`src/hw/rtl/ssl_pkg.sv`:
```
`default_nettype none
// ----------------------------------------------------------------------------
// ssl_pkg
// Shared types, codes and arithmetic for the servo slew limiter.
// ----------------------------------------------------------------------------
package ssl_pkg;

    localparam int NUM_AXES     = 3;
    localparam int ANGLE_W      = 8;
    localparam int PERIOD_W     = 10;
    localparam int COMPARE_W    = 12;
    localparam int CFG_INDEX_W  = 3;
    localparam int CFG_DATA_W   = 10;

    typedef logic [ANGLE_W-1:0]   t_angle;
    typedef logic [PERIOD_W-1:0]  t_period;
    typedef logic [COMPARE_W-1:0] t_compare;
    typedef logic [1:0]           t_axis_sel;
    typedef logic [1:0]           t_status;

    // Input command codes
    localparam logic CMD_TICK = 1'b0;
    localparam logic CMD_MOVE = 1'b1;

    // Axis selection codes
    localparam t_axis_sel AXIS_BASE  = 2'd0;
    localparam t_axis_sel AXIS_FRONT = 2'd1;
    localparam t_axis_sel AXIS_REAR  = 2'd2;

    // Result status codes
    localparam t_status STATUS_TICK   = 2'd0;
    localparam t_status STATUS_ACCEPT = 2'd1;
    localparam t_status STATUS_REJECT = 2'd2;

    // Configuration register indexes
    localparam logic [CFG_INDEX_W-1:0] REG_STEP_PERIOD = 3'd0;
    localparam logic [CFG_INDEX_W-1:0] REG_BASE_MIN    = 3'd1;
    localparam logic [CFG_INDEX_W-1:0] REG_BASE_MAX    = 3'd2;
    localparam logic [CFG_INDEX_W-1:0] REG_FRONT_MIN   = 3'd3;
    localparam logic [CFG_INDEX_W-1:0] REG_FRONT_MAX   = 3'd4;
    localparam logic [CFG_INDEX_W-1:0] REG_REAR_MIN    = 3'd5;
    localparam logic [CFG_INDEX_W-1:0] REG_REAR_MAX    = 3'd6;

    // Reset values
    localparam t_period RST_STEP_PERIOD = 10'd50;
    localparam t_angle  RST_BASE_MIN    = 8'd30;
    localparam t_angle  RST_BASE_MAX    = 8'd170;
    localparam t_angle  RST_FRONT_MIN   = 8'd14;
    localparam t_angle  RST_FRONT_MAX   = 8'd128;
    localparam t_angle  RST_REAR_MIN    = 8'd52;
    localparam t_angle  RST_REAR_MAX    = 8'd150;
    localparam t_angle  RST_BASE_ANGLE  = 8'd145;
    localparam t_angle  RST_FRONT_ANGLE = 8'd90;
    localparam t_angle  RST_REAR_ANGLE  = 8'd90;

    localparam t_angle  ANGLE_FULL = 8'd180;
    localparam int      PULSE_BASE = 500;

    // Reciprocal of 9 scaled by 2^18, rounded up; exact for products below 2^15
    localparam int RECIP_SHIFT = 18;
    localparam logic [14:0] RECIP_NINE = 15'((1 << RECIP_SHIFT) / 9 + 1);

    // Per-axis control for one processed item
    typedef struct packed {
        logic   step;
        logic   goal_we;
        t_angle goal;
    } t_axis_ctrl;

    // PWM compare value floor(angle*100/9)+500
    function automatic t_compare angle_to_compare(input t_angle angle);
        logic [14:0] scaled;
        logic [29:0] prod;
        logic [11:0] quot;
        scaled = 15'(angle) * 15'd100;
        prod   = 30'(scaled) * 30'(RECIP_NINE);
        quot   = prod[RECIP_SHIFT +: 12];
        return quot + t_compare'(PULSE_BASE);
    endfunction

endpackage
`default_nettype wire

```
`src/hw/rtl/servo_slew_limiter_top.sv`:
```
`default_nettype none
// ----------------------------------------------------------------------------
// servo_slew_limiter_top
// Three-axis servo position ramp with per-axis target limits.
// ----------------------------------------------------------------------------
// Path: an accepted item passes the input register, then the result register;
// state is updated on the same edge as the result.
// Throughput: one item per cycle while the consumer takes results; the input
// register can hold one new item while a result waits for the consumer.
// Reset: synchronous active low; angles 145/90/90, counter and fault cleared,
// configuration registers return to their defaults. Config port always ready.
// ----------------------------------------------------------------------------
module servo_slew_limiter_top (
    input  wire logic                                 i_clk,
    input  wire logic                                 i_rst_n,
    // input items
    input  wire logic                                 i_in_valid,
    output logic                                      o_in_ready,
    input  wire logic                                 i_cmd,
    input  wire ssl_pkg::t_axis_sel                   i_axis,
    input  wire ssl_pkg::t_angle                      i_target_angle,
    // result items
    output logic                                      o_out_valid,
    input  wire logic                                 i_out_ready,
    output ssl_pkg::t_status                          o_status,
    output ssl_pkg::t_angle                           o_base_angle,
    output ssl_pkg::t_angle                           o_front_angle,
    output ssl_pkg::t_angle                           o_rear_angle,
    output ssl_pkg::t_compare                         o_base_compare,
    output ssl_pkg::t_compare                         o_front_compare,
    output ssl_pkg::t_compare                         o_rear_compare,
    output logic [ssl_pkg::NUM_AXES-1:0]              o_moving_mask,
    output logic                                      o_front_fault,
    // configuration writes
    input  wire logic                                 i_cfg_valid,
    output logic                                      o_cfg_ready,
    input  wire logic [ssl_pkg::CFG_INDEX_W-1:0]      i_cfg_index,
    input  wire logic [ssl_pkg::CFG_DATA_W-1:0]       i_cfg_data
);
    import ssl_pkg::*;

    // Configuration registers
    t_period r_step_period;
    t_angle  r_lim_lo [NUM_AXES];
    t_angle  r_lim_hi [NUM_AXES];

    // Input stage
    logic      r_in_valid;
    logic      r_cmd;
    t_axis_sel r_axis;
    t_angle    r_target;

    // Block state outside the axes
    t_period r_ms_count;
    logic    r_fault;

    // Result stage
    logic                r_out_valid;
    t_status             r_status;
    t_angle              r_angle   [NUM_AXES];
    t_compare            r_compare [NUM_AXES];
    logic [NUM_AXES-1:0] r_moving;
    logic                r_out_fault;

    // Next-value logic
    logic                out_free;
    logic                advance;
    logic                in_load;
    logic [PERIOD_W:0]   tick_sum;
    logic                step_now;
    t_period             n_ms_count;
    logic                n_fault;
    t_status             n_status;
    logic                target_ok;
    t_angle              sel_lo;
    t_angle              sel_hi;
    t_axis_ctrl          axis_ctrl [NUM_AXES];
    t_angle              cur_next  [NUM_AXES];
    logic [NUM_AXES-1:0] moving_next;
    t_angle              rst_angle [NUM_AXES];

    // Handshake: the input register drains into the result register
    assign out_free    = !r_out_valid || i_out_ready;
    assign advance     = r_in_valid && out_free;
    assign o_in_ready  = !r_in_valid || out_free;
    assign in_load     = i_in_valid && o_in_ready;
    assign o_cfg_ready = 1'b1;

    // Hold the accepted item in the input register
    always_ff @(posedge i_clk) begin
        if (!i_rst_n) begin
            r_in_valid <= 1'b0;
        end else if (in_load) begin
            r_in_valid <= 1'b1;
        end else if (advance) begin
            r_in_valid <= 1'b0;
        end
    end

    always_ff @(posedge i_clk) begin
        if (in_load) begin
            r_cmd    <= i_cmd;
            r_axis   <= i_axis;
            r_target <= i_target_angle;
        end
    end

    // Write configuration registers
    always_ff @(posedge i_clk) begin
        if (!i_rst_n) begin
            r_step_period <= RST_STEP_PERIOD;
            r_lim_lo[0]   <= RST_BASE_MIN;
            r_lim_hi[0]   <= RST_BASE_MAX;
            r_lim_lo[1]   <= RST_FRONT_MIN;
            r_lim_hi[1]   <= RST_FRONT_MAX;
            r_lim_lo[2]   <= RST_REAR_MIN;
            r_lim_hi[2]   <= RST_REAR_MAX;
        end else if (i_cfg_valid) begin
            unique case (i_cfg_index)
                REG_STEP_PERIOD: r_step_period <= i_cfg_data;
                REG_BASE_MIN:    r_lim_lo[0]   <= i_cfg_data[ANGLE_W-1:0];
                REG_BASE_MAX:    r_lim_hi[0]   <= i_cfg_data[ANGLE_W-1:0];
                REG_FRONT_MIN:   r_lim_lo[1]   <= i_cfg_data[ANGLE_W-1:0];
                REG_FRONT_MAX:   r_lim_hi[1]   <= i_cfg_data[ANGLE_W-1:0];
                REG_REAR_MIN:    r_lim_lo[2]   <= i_cfg_data[ANGLE_W-1:0];
                REG_REAR_MAX:    r_lim_hi[2]   <= i_cfg_data[ANGLE_W-1:0];
                default: ;
            endcase
        end
    end

    // Count ticks; a zero period steps on every tick
    assign tick_sum = {1'b0, r_ms_count} + {{PERIOD_W{1'b0}}, 1'b1};
    assign step_now = advance && (r_cmd == CMD_TICK) &&
                      (tick_sum >= {1'b0, r_step_period});

    // Select the limits of the addressed axis
    always_comb begin
        unique case (r_axis)
            AXIS_BASE:  begin sel_lo = r_lim_lo[0]; sel_hi = r_lim_hi[0]; end
            AXIS_FRONT: begin sel_lo = r_lim_lo[1]; sel_hi = r_lim_hi[1]; end
            AXIS_REAR:  begin sel_lo = r_lim_lo[2]; sel_hi = r_lim_hi[2]; end
            default:    begin sel_lo = r_lim_lo[0]; sel_hi = r_lim_hi[0]; end
        endcase
    end

    assign target_ok = (r_target <= ANGLE_FULL) && (r_target >= sel_lo) &&
                       (r_target <= sel_hi);

    // Decode the item into status, counter, fault and axis controls
    always_comb begin
        n_ms_count = r_ms_count;
        n_fault    = r_fault;
        n_status   = STATUS_TICK;
        for (int a = 0; a < NUM_AXES; a++) begin
            axis_ctrl[a].step    = step_now;
            axis_ctrl[a].goal_we = 1'b0;
            axis_ctrl[a].goal    = r_target;
        end
        if (r_cmd == CMD_TICK) begin
            n_ms_count = step_now ? '0 : tick_sum[PERIOD_W-1:0];
        end else if (r_axis != AXIS_BASE && r_axis != AXIS_FRONT &&
                     r_axis != AXIS_REAR) begin
            n_status = STATUS_REJECT;
        end else begin
            n_status = target_ok ? STATUS_ACCEPT : STATUS_REJECT;
            for (int a = 0; a < NUM_AXES; a++) begin
                axis_ctrl[a].goal_we = advance && target_ok &&
                                       (r_axis == t_axis_sel'(a));
            end
            if (r_axis == AXIS_FRONT) begin
                n_fault = !target_ok;
            end
        end
    end

    // Commit counter and fault flag
    always_ff @(posedge i_clk) begin
        if (!i_rst_n) begin
            r_ms_count <= '0;
            r_fault    <= 1'b0;
        end else if (advance) begin
            r_ms_count <= n_ms_count;
            r_fault    <= n_fault;
        end
    end

    assign rst_angle[0] = RST_BASE_ANGLE;
    assign rst_angle[1] = RST_FRONT_ANGLE;
    assign rst_angle[2] = RST_REAR_ANGLE;

    // Axis state and stepping
    for (genvar g = 0; g < NUM_AXES; g++) begin : g_axis
        ssl_axis u_axis (
            .i_clk         (i_clk),
            .i_rst_n       (i_rst_n),
            .i_rst_angle   (rst_angle[g]),
            .i_advance     (advance),
            .i_ctrl        (axis_ctrl[g]),
            .o_cur_next    (cur_next[g]),
            .o_moving_next (moving_next[g])
        );
    end

    // Hold the result until the consumer takes it
    always_ff @(posedge i_clk) begin
        if (!i_rst_n) begin
            r_out_valid <= 1'b0;
        end else if (advance) begin
            r_out_valid <= 1'b1;
        end else if (i_out_ready) begin
            r_out_valid <= 1'b0;
        end
    end

    always_ff @(posedge i_clk) begin
        if (advance) begin
            r_status    <= n_status;
            r_moving    <= moving_next;
            r_out_fault <= n_fault;
            for (int a = 0; a < NUM_AXES; a++) begin
                r_angle[a]   <= cur_next[a];
                r_compare[a] <= angle_to_compare(cur_next[a]);
            end
        end
    end

    assign o_out_valid     = r_out_valid;
    assign o_status        = r_status;
    assign o_base_angle    = r_angle[0];
    assign o_front_angle   = r_angle[1];
    assign o_rear_angle    = r_angle[2];
    assign o_base_compare  = r_compare[0];
    assign o_front_compare = r_compare[1];
    assign o_rear_compare  = r_compare[2];
    assign o_moving_mask   = r_moving;
    assign o_front_fault   = r_out_fault;

endmodule
`default_nettype wire

```
`src/hw/rtl/ssl_axis.sv`:
```
`default_nettype none
// ----------------------------------------------------------------------------
// ssl_axis
// Current and goal angle of one axis, with the one-degree step toward goal.
// ----------------------------------------------------------------------------
module ssl_axis (
    input  wire logic                i_clk,
    input  wire logic                i_rst_n,
    input  wire ssl_pkg::t_angle     i_rst_angle,
    input  wire logic                i_advance,
    input  wire ssl_pkg::t_axis_ctrl i_ctrl,
    output ssl_pkg::t_angle          o_cur_next,
    output logic                     o_moving_next
);
    import ssl_pkg::*;

    t_angle r_cur;
    t_angle r_goal;
    t_angle n_cur;
    t_angle n_goal;

    // Step one degree toward goal when the step period elapses
    always_comb begin
        n_cur = r_cur;
        if (i_ctrl.step) begin
            if (r_cur < r_goal) begin
                n_cur = r_cur + 8'd1;
            end else if (r_cur > r_goal) begin
                n_cur = r_cur - 8'd1;
            end
        end
        n_goal = i_ctrl.goal_we ? i_ctrl.goal : r_goal;
    end

    // Commit state when the item moves to the result stage
    always_ff @(posedge i_clk) begin
        if (!i_rst_n) begin
            r_cur  <= i_rst_angle;
            r_goal <= i_rst_angle;
        end else if (i_advance) begin
            r_cur  <= n_cur;
            r_goal <= n_goal;
        end
    end

    assign o_cur_next    = n_cur;
    assign o_moving_next = (n_cur != n_goal);

endmodule
`default_nettype wire
```
`config.mk`:
```
export PLATFORM = sky130hd
export DESIGN_NAME = servo_slew_limiter_top
export DESIGN_NICKNAME = d
export VERILOG_FILES = /design/src/hw/rtl/ssl_pkg.sv /design/src/hw/rtl/servo_slew_limiter_top.sv /design/src/hw/rtl/ssl_axis.sv
export SDC_FILE = /design/constraint.sdc
export NUM_CORES = 1
export LEC_CHECK = 0
export BUFFER_PORTS_ARGS = -buffer_cell sky130_fd_sc_hd__buf_2
export CORE_ASPECT_RATIO = 0.7
export CORE_MARGIN = 1
export CORE_UTILIZATION = 45
export DETAILED_ROUTE_END_ITERATION = 6
export PLACE_DENSITY = 0.59
export RECOVER_POWER = 25
export SETUP_SLACK_MARGIN = 0.05
export SYNTH_ARGS = -nofsm -noshare
export SYNTH_HDL_FRONTEND = slang
export SYNTH_SLANG_ARGS = --single-unit
```
`constraint.sdc`:
```
create_clock -name i_clk -period 23.7 [get_ports i_clk]
set_input_delay 2.37 -clock i_clk [delete_from_list [all_inputs] [get_ports i_clk]]
set_output_delay 2.37 -clock i_clk [all_outputs]
set_load 0.02 [all_outputs]
```
==> parameters.txt, run 1 <==
Parameter                              Value

Status
  Run status ... finished with violations
  Violations in the final reports ... capacitance limit, slew limit

Clock network
  CTS Buf Count ... 17
  Root Buffer Master ... clkbuf_16
  Count of clock tree sinks ... 196
  Hold-fix buffers, CTS ... 0
  Number of instances resized during post-cts repair ... 0
  Max clock buf depth ... 2
  Post-CTS setup repair buffer count ... 0
  CTS H-tree depth ... 4
  Reg clk slew, reported paths ... 0.08 ns
  TritonCTS clock tree ... built
  Clock latency at the later pin of the worst-skew pair ... 0.47 ns

Placement
  Weighted congestion reported at the end of routability-driven placement ... 0.881
  Cell area reported after detailed placement ... 20,400 sq um
  Post-detailed-placement half-perimeter wirelength ... 34.0 mm
  Buffers on Ports ... 96

Synth
  Prevailing post-synth register cell ... edfxtp_1
  Number of enable flip-flop cells after synthesis ... 125
  Number of synthesized register bits ... 196
  Share of synthesized area occupied by flip-flops and latches ... 26.8%
  Instance count of the mapped netlist ... 1,969
  Synthesized area divided by synthesized cell count ... 9.81 sq um
  Post-synthesis async set-or-reset flop share ... 0%
  Net count of the mapped netlist ... 2,464
  Post-synth cell types ... 82
  Syn. warnings ... 0
  Syn Std Cell Area ... 19,300 sq um

Final layout
  Area taken by flip-flops and latches ... 5170 sq um
  Synth-to-layout area growth ... 8.73%
  Most frequent standard cell in the layout excluding fill and tap cells ... ha_1
  Fraction of layout cells with a size suffix above 1 ... 6.79%
  Most frequent cells in the layout ... ha_1 (370), inv_1 (340), edfxtp_1 (125)
  Core Util, Final ... 49.6%
  Area of combinational cells with multiple inputs ... 12,700 sq um
  Filler cell count ... 3,943
  Non-Filler Cell Area, Final ... 21,000 sq um
  Final nets ... 2,558

Hold path
  HP Start ... r_step_period[3]
  Worst Hold Path EP ... r_step_period[3]
  Worst min path class ... flop to flop
  Number of stages on the worst hold path ... 2

STA
  Min Clock Period, post-route ... 12.31 ns
  Final count of negative-setup-slack endpoints ... 0
  Post-Route Setup TNS ... 0 ns
  Highest clock frequency the design can meet ... 0.0812 GHz
  Max Slew Vio Count ... 80
  Worst Max-Slew Pin Slew ... 3.23 ns
  Number of endpoints with negative hold slack in the final report ... 0
  Skew final ... 0.0165 ns
  Headroom to the max-slew limit ... -115%
  Final clock period utilization by the worst path ... 52.0%
  RSZ-0062 raised after global routing ... false

Floorplan
  Core Rows ... 63
  Die width ... 250 um
  Starting density of the core ... 45.6%
  Y dimension of the die ... 175 um
  Core area ... 42,300 sq um
  I/O Pins ... 98
  Die area ... 43,800 sq um

Detailed routing
  Violation count after the first detailed-routing iteration ... 739
  Average wire length per cell after detail routing ... 16.1 um
  Total length of routed wires ... 42.3 mm
  Number of remaining DRC errors ... 0
  Number of detailed-routing iterations run before antenna repair ... 5
  Count of antenna-violating nets left after detailed routing ... 0
  Post-detailed-route via-to-cell ratio ... 5.29
  Via Count ... 13,901

Worst setup path
  Critical path capture point type ... flop
  Cells on worst reg2reg path ... 47
  Arrival @ worst endpoint ... 12.53 ns
  Worst path required time ... 23.92 ns
  FF-to-FF Start ... r_ms_count[0]
  Worst r2r dst ... r_compare[0][11]
  Highest fanout seen on the critical path ... 21
  CP Launch Type ... input port
  Cell with the largest stage delay on the worst path ... xor2_1
  Delay of the slowest cell on the worst path ... 0.72 ns
  Critical path class ... input port to flop
  Setup slack of the worst register-to-register path ... 11.47 ns

Global route
  Largest net degree at the start of global routing ... 80
  Global-route usage over all layers ... 19.9%
  Grt ovf ... 0
  Via count of the first global-routing pass ... 13,380
  Number of antenna violations at the first check in global routing ... 1
  Global-route wire length before repair ... 69.5 mm

Pwr
  Static Leakage ... 9.80 nW
  IR Drop Worst-Case VDD ... 0.0506 mV
  Power density over the cells ... 35.0 nW/um^2

Job
  Max-cap violations ... 1
==> per-layer routing <==
metal / vias to the layer above / global-route usage [%] / part of all wire [%]
li1: 6967 / - / -
met1: 6654 / 30.6 / 53
met2: 252 / 29.3 / 42
met3: 28 / 3.13 / 4.4
met4: 0 / 3.65 / 0.82
met5: - / 0 / 0
==> flip-flops by register name, indices dropped and copies added, names as in the netlist <==
register	count
r_cmd	1
o_front_fault	1
o_moving_mask	3
r_compare	36
o_out_valid	1
r_lim_hi	24
g_axis.u_axis.r_goal	24
g_axis.u_axis.r_cur	24
r_angle	24
r_target	8
r_ms_count	10
r_axis	2
r_lim_lo	24
o_status	2
r_in_valid	1
r_step_period	10
r_fault	1
==> synth_stat cells, types with 6 or more instances <==
library cell  count  area (sq um)
o31ai_1           6          45.0
o211ai_1         20           150
or3_1             8          50.1
xnor2_1          89           780
a21o_1           26           195
mux2i_1          25           250
nand2b_1         27           169
a21boi_0         12          90.1
edfxtp_1        125          3750
fa_1             96          1920
o221ai_1          6          52.6
nor4_1           10          62.6
o21ai_0          49           245
nor2b_1          33           206
nand3_1          25           125
nand4_1          18           113
o21a_1           17           128
nand3b_1          6          45.0
a31oi_1          11          68.8
clkbuf_1         29           109
inv_1           341          1280
ha_1            370          4630
nand2_1         121           454
a22oi_1          16           120
nor3_1           27           135
o21ai_1          10          50.1
and2_1           32           200
a21oi_1          80           400
and3_1           17           106
nor2_1           51           191
dfxtp_1          71          1420
xor2_1           72           631
a211oi_1         11          82.6
o21bai_1         21           158
==> area by class of cell <==
type                            instances  share of cell area, %
Antenna cell                            1                 0.0119
Clock buffer                           18                   2.04
Clock inverter                         14                  0.828
Inverter                              341                   6.10
Multi-Input combinational cell       1398                   60.6
Sequential cell                       196                   24.6
Tap cell                              552                   3.29
Timing Repair Buffer                  109                   2.50
==> critical path, delay by kind of cell <==
kind	cells	cell delay, ns
buffers and inverters	8	0.69
xor gates and xnor gates	4	1.34
adders and majority gates	10	3.99
AOI/OAI and AO/OA	10	2.09
and+or+nand+nor	9	2.03
==> power breakdown <==
part	total (mW)	switching (mW)	leakage, nW	internal, mW
logic	0.0553	0.0360	7.84	0.0192
registers	0.380	0.00604	1.68	0.374
clock network	0.301	0.157	0.288	0.143
==> how the worst max path moves through the flow <==
stage,startpoint,endpoint,slack (ns),depth (start not counted)
after floorplan,i_out_ready,r_compare[0][11],10.64,41
after global placement,i_out_ready,r_compare[0][11],11.05,41
after detailed placement,i_out_ready,r_compare[0][11],10.92,41
after CTS,i_out_ready,r_compare[0][11],11.38,41
after global routing,r_ms_count[0],r_compare[0][11],10.63,48
final,i_out_ready,r_compare[0][11],11.39,41
==> through the flow <==
stage / instances / setup WS [ns] / hold slack, ns / total power [mW]
detailed placement: 2596 / 10.92 / 0.461 / 0.444
CTS: 2628 / 11.38 / 0.471 / 0.746
global placement: 2596 / 11.05 / 0.458 / 0.442
floorplan: 1969 / 10.64 / 0.443 / 0.421
global route: 2629 / 10.63 / 0.506 / 0.764
finish: 2629 / 11.39 / 0.469 / 0.736
==> kinds of logic after synthesis <==
group / synth area share (%)
fa+ha+maj: 33.9
other cells: 0.0194
xor+xnor: 7.63
compound gates: 11.8
flops: 26.8
simple gates: 11.0
mux: 1.41
buf+inv: 7.37
Note: power is estimated with default switching activity, not from simulation.
==> inputs of run 2 (changes only) <==
--- a/config.mk
+++ b/config.mk
@@ -5,12 +5,13 @@
 export SDC_FILE = /design/constraint.sdc
 export NUM_CORES = 1
 export LEC_CHECK = 0
+export ABC_AREA = 1
 export BUFFER_PORTS_ARGS = -buffer_cell sky130_fd_sc_hd__buf_2
 export CORE_ASPECT_RATIO = 0.7
 export CORE_MARGIN = 1
 export CORE_UTILIZATION = 45
 export DETAILED_ROUTE_END_ITERATION = 6
-export PLACE_DENSITY = 0.59
+export PLACE_DENSITY = 0.58
 export RECOVER_POWER = 25
 export SETUP_SLACK_MARGIN = 0.05
 export SYNTH_ARGS = -nofsm -noshare
==> constraint.sdc (replaced) <==
create_clock -name i_clk -period 12.4 [get_ports i_clk]
set_input_delay 1.24 -clock i_clk [delete_from_list [all_inputs] [get_ports i_clk]]
set_output_delay 1.24 -clock i_clk [all_outputs]
set_load 0.02 [all_outputs]
==> parameters.txt, run 2 <==
Parameter                              Value

STA
  Highest clock frequency the design can meet ... 0.0951 GHz
  Final count of negative-setup-slack endpoints ... 0
  Hold Slack ... 0.489 ns
  Worst Max-Slew Pin Slew ... 2.39 ns
  Min Clock Period, post-route ... 10.51 ns
  RSZ-0062 raised after global routing ... false
  Final setup slack of the worst path ... 1.89 ns
  Headroom to the max-slew limit ... -59.5%
  Post-Route Setup TNS ... 0 ns
  Skew final ... 0.0199 ns
  Final clock period utilization by the worst path ... 84.8%
  Max Slew Vio Count ... 45
  Number of endpoints with negative hold slack in the final report ... 0

Global route
  Global-route usage over all layers ... 21.3%
  Number of antenna violations at the first check in global routing ... 4
  Grt ovf ... 0
  Largest net degree at the start of global routing ... 55
  Global-route wire length before repair ... 79.6 mm
  Via count of the first global-routing pass ... 15,571

Floorplan
  I/O Pins ... 98
  Y dimension of the die ... 181 um
  Die width ... 258 um
  Die area ... 46,800 sq um
  Core Rows ... 65
  Starting density of the core ... 45.7%
  Core area ... 45,100 sq um

Synth
  Library cell with the highest instance count after synthesis ... nand2_1
  Share of synthesized area occupied by flip-flops and latches ... 25.1%
  Net count of the mapped netlist ... 3,141
  Leading cell types by total area after synthesis ... ha_1 (22%), edfxtp_1 (18%), nand2_1 (12%)
  Prevailing post-synth register cell ... edfxtp_1
  Instance count of the mapped netlist ... 2,646
  Post-synth cell types ... 48
  Number of synthesized register bits ... 196
  Most instantiated cells after synthesis ... nand2_1 (662), inv_1 (525), ha_1 (370)
  Syn. warnings ... 0
  Share of the synthesized area in the top cell type ... 22.4%
  Largest area contributor in the netlist ... ha_1
  Synthesized area divided by synthesized cell count ... 7.80 sq um
  Post-synthesis async set-or-reset flop share ... 0%
  Syn Std Cell Area ... 20,600 sq um
  Number of enable flip-flop cells after synthesis ... 125

Clock network
  Clock latency at the later pin of the worst-skew pair ... 0.49 ns
  Number of instances resized during post-cts repair ... 0
  TritonCTS clock tree ... built
  Max clock buf depth ... 2
  Reg clk slew, reported paths ... 0.09 ns
  Root Buffer Master ... clkbuf_16
  Post-CTS setup repair buffer count ... 0
  Hold-fix buffers, CTS ... 0
  CTS H-tree depth ... 4
  Count of clock tree sinks ... 196
  CTS Buf Count ... 17

Worst setup path
  Family with the most delay on the worst path ... adder cells
  Worst Path Buf+Inv ... 8
  Critical path capture point type ... flop
  CP most frequent cell ... nand2_1
  Delay of the slowest cell on the worst path ... 0.53 ns
  Worst path required time ... 12.66 ns
  CP Launch Type ... flop
  Highest fanout seen on the critical path ... 24
  Cell with the largest stage delay on the worst path ... fa_1
  Arrival @ worst endpoint ... 10.77 ns
  Critical path class ... flop to flop

Detailed routing
  Number of detailed-routing iterations run before antenna repair ... 5
  Count of antenna-violating nets left after detailed routing ... 0
  Post-detailed-route via-to-cell ratio ... 5.00
  Via Count ... 16,734
  Violation count after the first detailed-routing iteration ... 1,177
  Average wire length per cell after detail routing ... 14.5 um
  Total length of routed wires ... 48.5 mm
  Number of remaining DRC errors ... 0

Final layout
  Core Util, Final ... 49.4%
  Most flop-heavy register ... r_compare
  Count of inserted antenna diode cells ... 0
  Final nets ... 3,225
  Most frequent cells in the layout ... nand2_1 (663), inv_1 (524), ha_1 (370)
  Max reg flops ... 36
  Most frequent standard cell in the layout excluding fill and tap cells ... nand2_1
  Fraction of layout cells with a size suffix above 1 ... 4.85%
  Synth-to-layout area growth ... 8.02%
  Area of combinational cells with multiple inputs ... 13,300 sq um
  Filler cell count ... 4,443
  Area taken by flip-flops and latches ... 5170 sq um

Placement
  Post-detailed-placement half-perimeter wirelength ... 39.2 mm
  Setup slack at placement ... 1.95 ns
  Weighted congestion reported at the end of routability-driven placement ... 0.874
  Buffers on Ports ... 96

Status
  Run status ... finished with violations
  Violations in the final reports ... capacitance limit, slew limit

Pwr
  IR Drop Worst-Case VDD ... 0.227 mV
  Static Leakage ... 11.9 nW
  Power density over the cells ... 217 nW/um^2

Job
  Max-cap violations ... 1

Hold path
  Worst min path class ... flop to flop
[run 2: changes by cell type after synthesis, sizes merged, moves of 17 or more]
cell / before / now
mux2i: 25 / 0
nor3: 27 / 5
xnor2: 90 / 27
nand3: 26 / 175
inv: 341 / 532
nor2b: 33 / 1
and2: 32 / 0
a21oi: 81 / 117
and3: 17 / 0
o21ai: 60 / 93
nand2: 121 / 673
nand2b: 27 / 0
nor2: 53 / 159
[run 2: final cells by class]
class	count	share of cell area, %
Tap cell	603	3.38
Timing Repair Buffer	103	2.09
Multi-Input combinational cell	1880	59.6
Clock buffer	18	2.02
Clock inverter	14	0.780
Sequential cell	196	23.2
Inverter	532	8.96
[run 2: worst paths after layout]
check                                   start          endpoint  slack, ns  cells after the start
worst max-delay path            r_ms_count[0]  r_compare[0][34]       1.89                     51
worst min-delay path            r_ms_count[5]     r_ms_count[5]       0.49                      2
worst max register to register  r_ms_count[0]  r_compare[0][34]       1.89                     51
worst min register to register  r_ms_count[5]     r_ms_count[5]       0.49                      2
[run 2: worst min-delay path: cells and delay by family, from the launching register on]
| kind | cells | cell delay (ns) |
|---|---|---|
| AND/OR/NAND/NOR | 1 | 0.06 |
| AO/OA/AOI/OAI | 1 | 0.06 |
| flip-flops | 1 | 0.33 |
[run 2: logic make-up (layout without fill, tap and decap cells)]
family | count (synthesis) | in the layout | share of synthesized area, %
xor gates and xnor gates | 94 | 94 | 4.06
AOI/OAI and AO/OA | 261 | 261 | 7.17
buffers and inverters | 570 | 667 | 10.6
other | 1 | 1 | 0.0182
DFF | 196 | 196 | 25.1
adders and majority gates | 466 | 466 | 31.7
and+or+nand+nor | 1058 | 1058 | 21.4
[run 2: report_power, final]
part	switching, mW	total [mW]	internal (mW)
logic	2.05	3.26	1.22
clock network	0.315	0.601	0.287
registers	0.0272	0.973	0.946
total	2.39	4.84	2.45
[run 2: stage by stage]
stage | area [sq um] | power, mW | cells
after floorplan | 20600 | 3.55 | 2646
after global placement | 21700 | 4.26 | 3314
after detailed placement | 21700 | 4.26 | 3314
after CTS | 22400 | 4.90 | 3346
after global routing | 22300 | 5.41 | 3346
final | 22300 | 4.84 | 3346
[run 2: layer usage]
layer  wire [um]  global-route usage [%]  up-vias  part of all wire [%]
met1       25600                    32.6     7762                    53
met3        2200                    3.30       45                   4.5
met2       20100                    31.5      309                    41
met4         569                    4.31        0                   1.2
li1            -                       -     8618                     -
met5           0                       0        -                     0
==> inputs of run 3 (changes only) <==
==> constraint.sdc (replaced) <==
create_clock -name i_clk -period 9.8 [get_ports i_clk]
set_input_delay 0.98 -clock i_clk [delete_from_list [all_inputs] [get_ports i_clk]]
set_output_delay 0.98 -clock i_clk [all_outputs]
set_load 0.02 [all_outputs]
==> parameters.txt, run 3 (synthesis results as in run 2) <==
Parameter                              Value

Status
  Run status ... finished with violations
  Violations in the final reports ... capacitance limit, slew limit

Worst setup path
  Worst Path Buf+Inv ... 12
  Critical path origin ... r_ms_count[0]
  Depth of the critical timing path with buffers and inverters included ... 50
  Worst r2r dst ... r_compare[0][18]
  Cells on worst reg2reg path ... 50
  Family with the most delay on the worst path ... adder cells
  Highest fanout seen on the critical path ... 6
  Critical path capture point type ... flop
  Setup slack of the worst register-to-register path ... 0.55 ns
  Arrival @ worst endpoint ... 9.46 ns
  Worst path required time ... 10.01 ns
  Delay of the slowest cell on the worst path ... 0.53 ns
  CP Launch Type ... flop
  FF-to-FF Start ... r_ms_count[0]
  Critical path class ... flop to flop
  Cell with the largest stage delay on the worst path ... fa_1

STA
  Final setup slack of the worst path ... 0.554 ns
  Worst Max-Slew Pin Slew ... 2.39 ns
  Hold Slack ... 0.514 ns
  Post-Route Setup TNS ... 0 ns
  Number of endpoints with negative hold slack in the final report ... 0
  Headroom to the max-slew limit ... -59.4%
  Highest clock frequency the design can meet ... 0.108 GHz
  Min Clock Period, post-route ... 9.25 ns
  Final count of negative-setup-slack endpoints ... 0
  Max Slew Vio Count ... 77
  Final clock period utilization by the worst path ... 94.4%
  Skew final ... 0.0183 ns

Floorplan
  Die width ... 258 um
  Y dimension of the die ... 181 um
  Core Rows ... 65
  Starting density of the core ... 45.7%
  Die area ... 46,800 sq um
  Core area ... 45,100 sq um
  I/O Pins ... 98

Detailed routing
  Via Count ... 16,799
  Number of detailed-routing iterations run before antenna repair ... 5
  Violation count after the first detailed-routing iteration ... 905
  Count of antenna-violating nets left after detailed routing ... 0
  Number of remaining DRC errors ... 0
  Post-detailed-route via-to-cell ratio ... 4.95
  Total length of routed wires ... 49.4 mm
  Average wire length per cell after detail routing ... 14.5 um

Clock network
  CTS H-tree depth ... 4
  Hold-fix buffers, CTS ... 0
  Reg clk slew, reported paths ... 0.08 ns
  TritonCTS clock tree ... built
  Count of clock tree sinks ... 196
  Clock latency at the later pin of the worst-skew pair ... 0.47 ns
  CTS Buf Count ... 17
  Max clock buf depth ... 2
  Root Buffer Master ... clkbuf_16

Placement
  Weighted congestion reported at the end of routability-driven placement ... 0.875
  Post-detailed-placement half-perimeter wirelength ... 39.4 mm
  Setup slack at placement ... -0.128 ns
  Cell area reported after detailed placement ... 22,000 sq um
  Buffers on Ports ... 96

Global route
  Via count of the first global-routing pass ... 15,594
  Global-route wire length before repair ... 79.1 mm
  Global-route usage over all layers ... 21.1%
  Largest net degree at the start of global routing ... 45
  Grt ovf ... 0
  Number of antenna violations at the first check in global routing ... 0

Hold path
  Worst min path class ... flop to flop
  Number of stages on the worst hold path ... 2
  HP Start ... r_ms_count[9]
  Worst Hold Path EP ... r_ms_count[9]

Final layout
  Non-Filler Cell Area, Final ... 23,200 sq um
  Fraction of layout cells with a size suffix above 1 ... 9.77%
  Filler cell count ... 4,354
  Final nets ... 3,276
  Count of inserted antenna diode cells ... 0
  Synth-to-layout area growth ... 12.5%
  Most frequent standard cell in the layout excluding fill and tap cells ... nand2_1
  Most frequent cells in the layout ... nand2_1 (652), inv_1 (519), ha_1 (353)
  Most flop-heavy register ... r_compare
  Max reg flops ... 36

Pwr
  Power density over the cells ... 293 nW/um^2
  Overall power of the completed layout ... 6.80 mW
  Static Leakage ... 12.2 nW
  IR Drop Worst-Case VDD ... 0.370 mV

Job
  Max-cap violations ... 2
run 3: worst max-delay path by stage:
stage                            end  slack, ns
global placement     r_compare[0][6]       0.11
CTS                 r_compare[0][10]       0.05
global route        r_compare[0][23]      -0.04
detailed placement  r_compare[0][10]      -0.13
floorplan           r_compare[0][34]       0.58
finish              r_compare[0][18]       0.55
run 3: final cells by class:
type	count	area, sq um	share of cell area, %
inverters	532	2000	8.60
repair buffers	154	872	3.75
multi-input cells	1880	13800	59.5
clock inverters	13	153	0.657
flip-flops and latches	196	5180	22.3
clock buffers	19	443	1.91
well taps	603	754	3.25
run 3: where the power goes:
group | internal, mW | switching, mW
combinational | 1.88 | 2.96
clock | 0.361 | 0.374
sequential | 1.20 | 0.0348
total | 3.44 | 3.37
run 3: routing by layer:
metal,track usage (%),wire [um],part of all wire (%)
met1,32.4,26100,53
met2,31.7,20900,42
met3,2.26,2020,4.1
met4,4.28,389,0.79
met5,0,0,0
run 3: what timing repair did:
action,4_1_cts,5_1_grt
pin swaps,1,34
gates resized for setup,3,117
setup endpoints to repair,12,28
gates cloned,0,0
buffers inserted,3,19
run 3: through the flow:
step           instances  utilization [%]
3_3_place_gp        3343             48.7
4_1_cts             3378             50.1
5_1_grt             3397             51.5
3_5_place_dp        3343             48.7
2_1_floorplan       2646                -
6_report            3397             51.5
run 3: tightest hold or removal path, delay by kind of cell, from the launching register on:
family	cells	cell delay, ns
simple gates	1	0.07
flops	1	0.34
compound gates	1	0.06
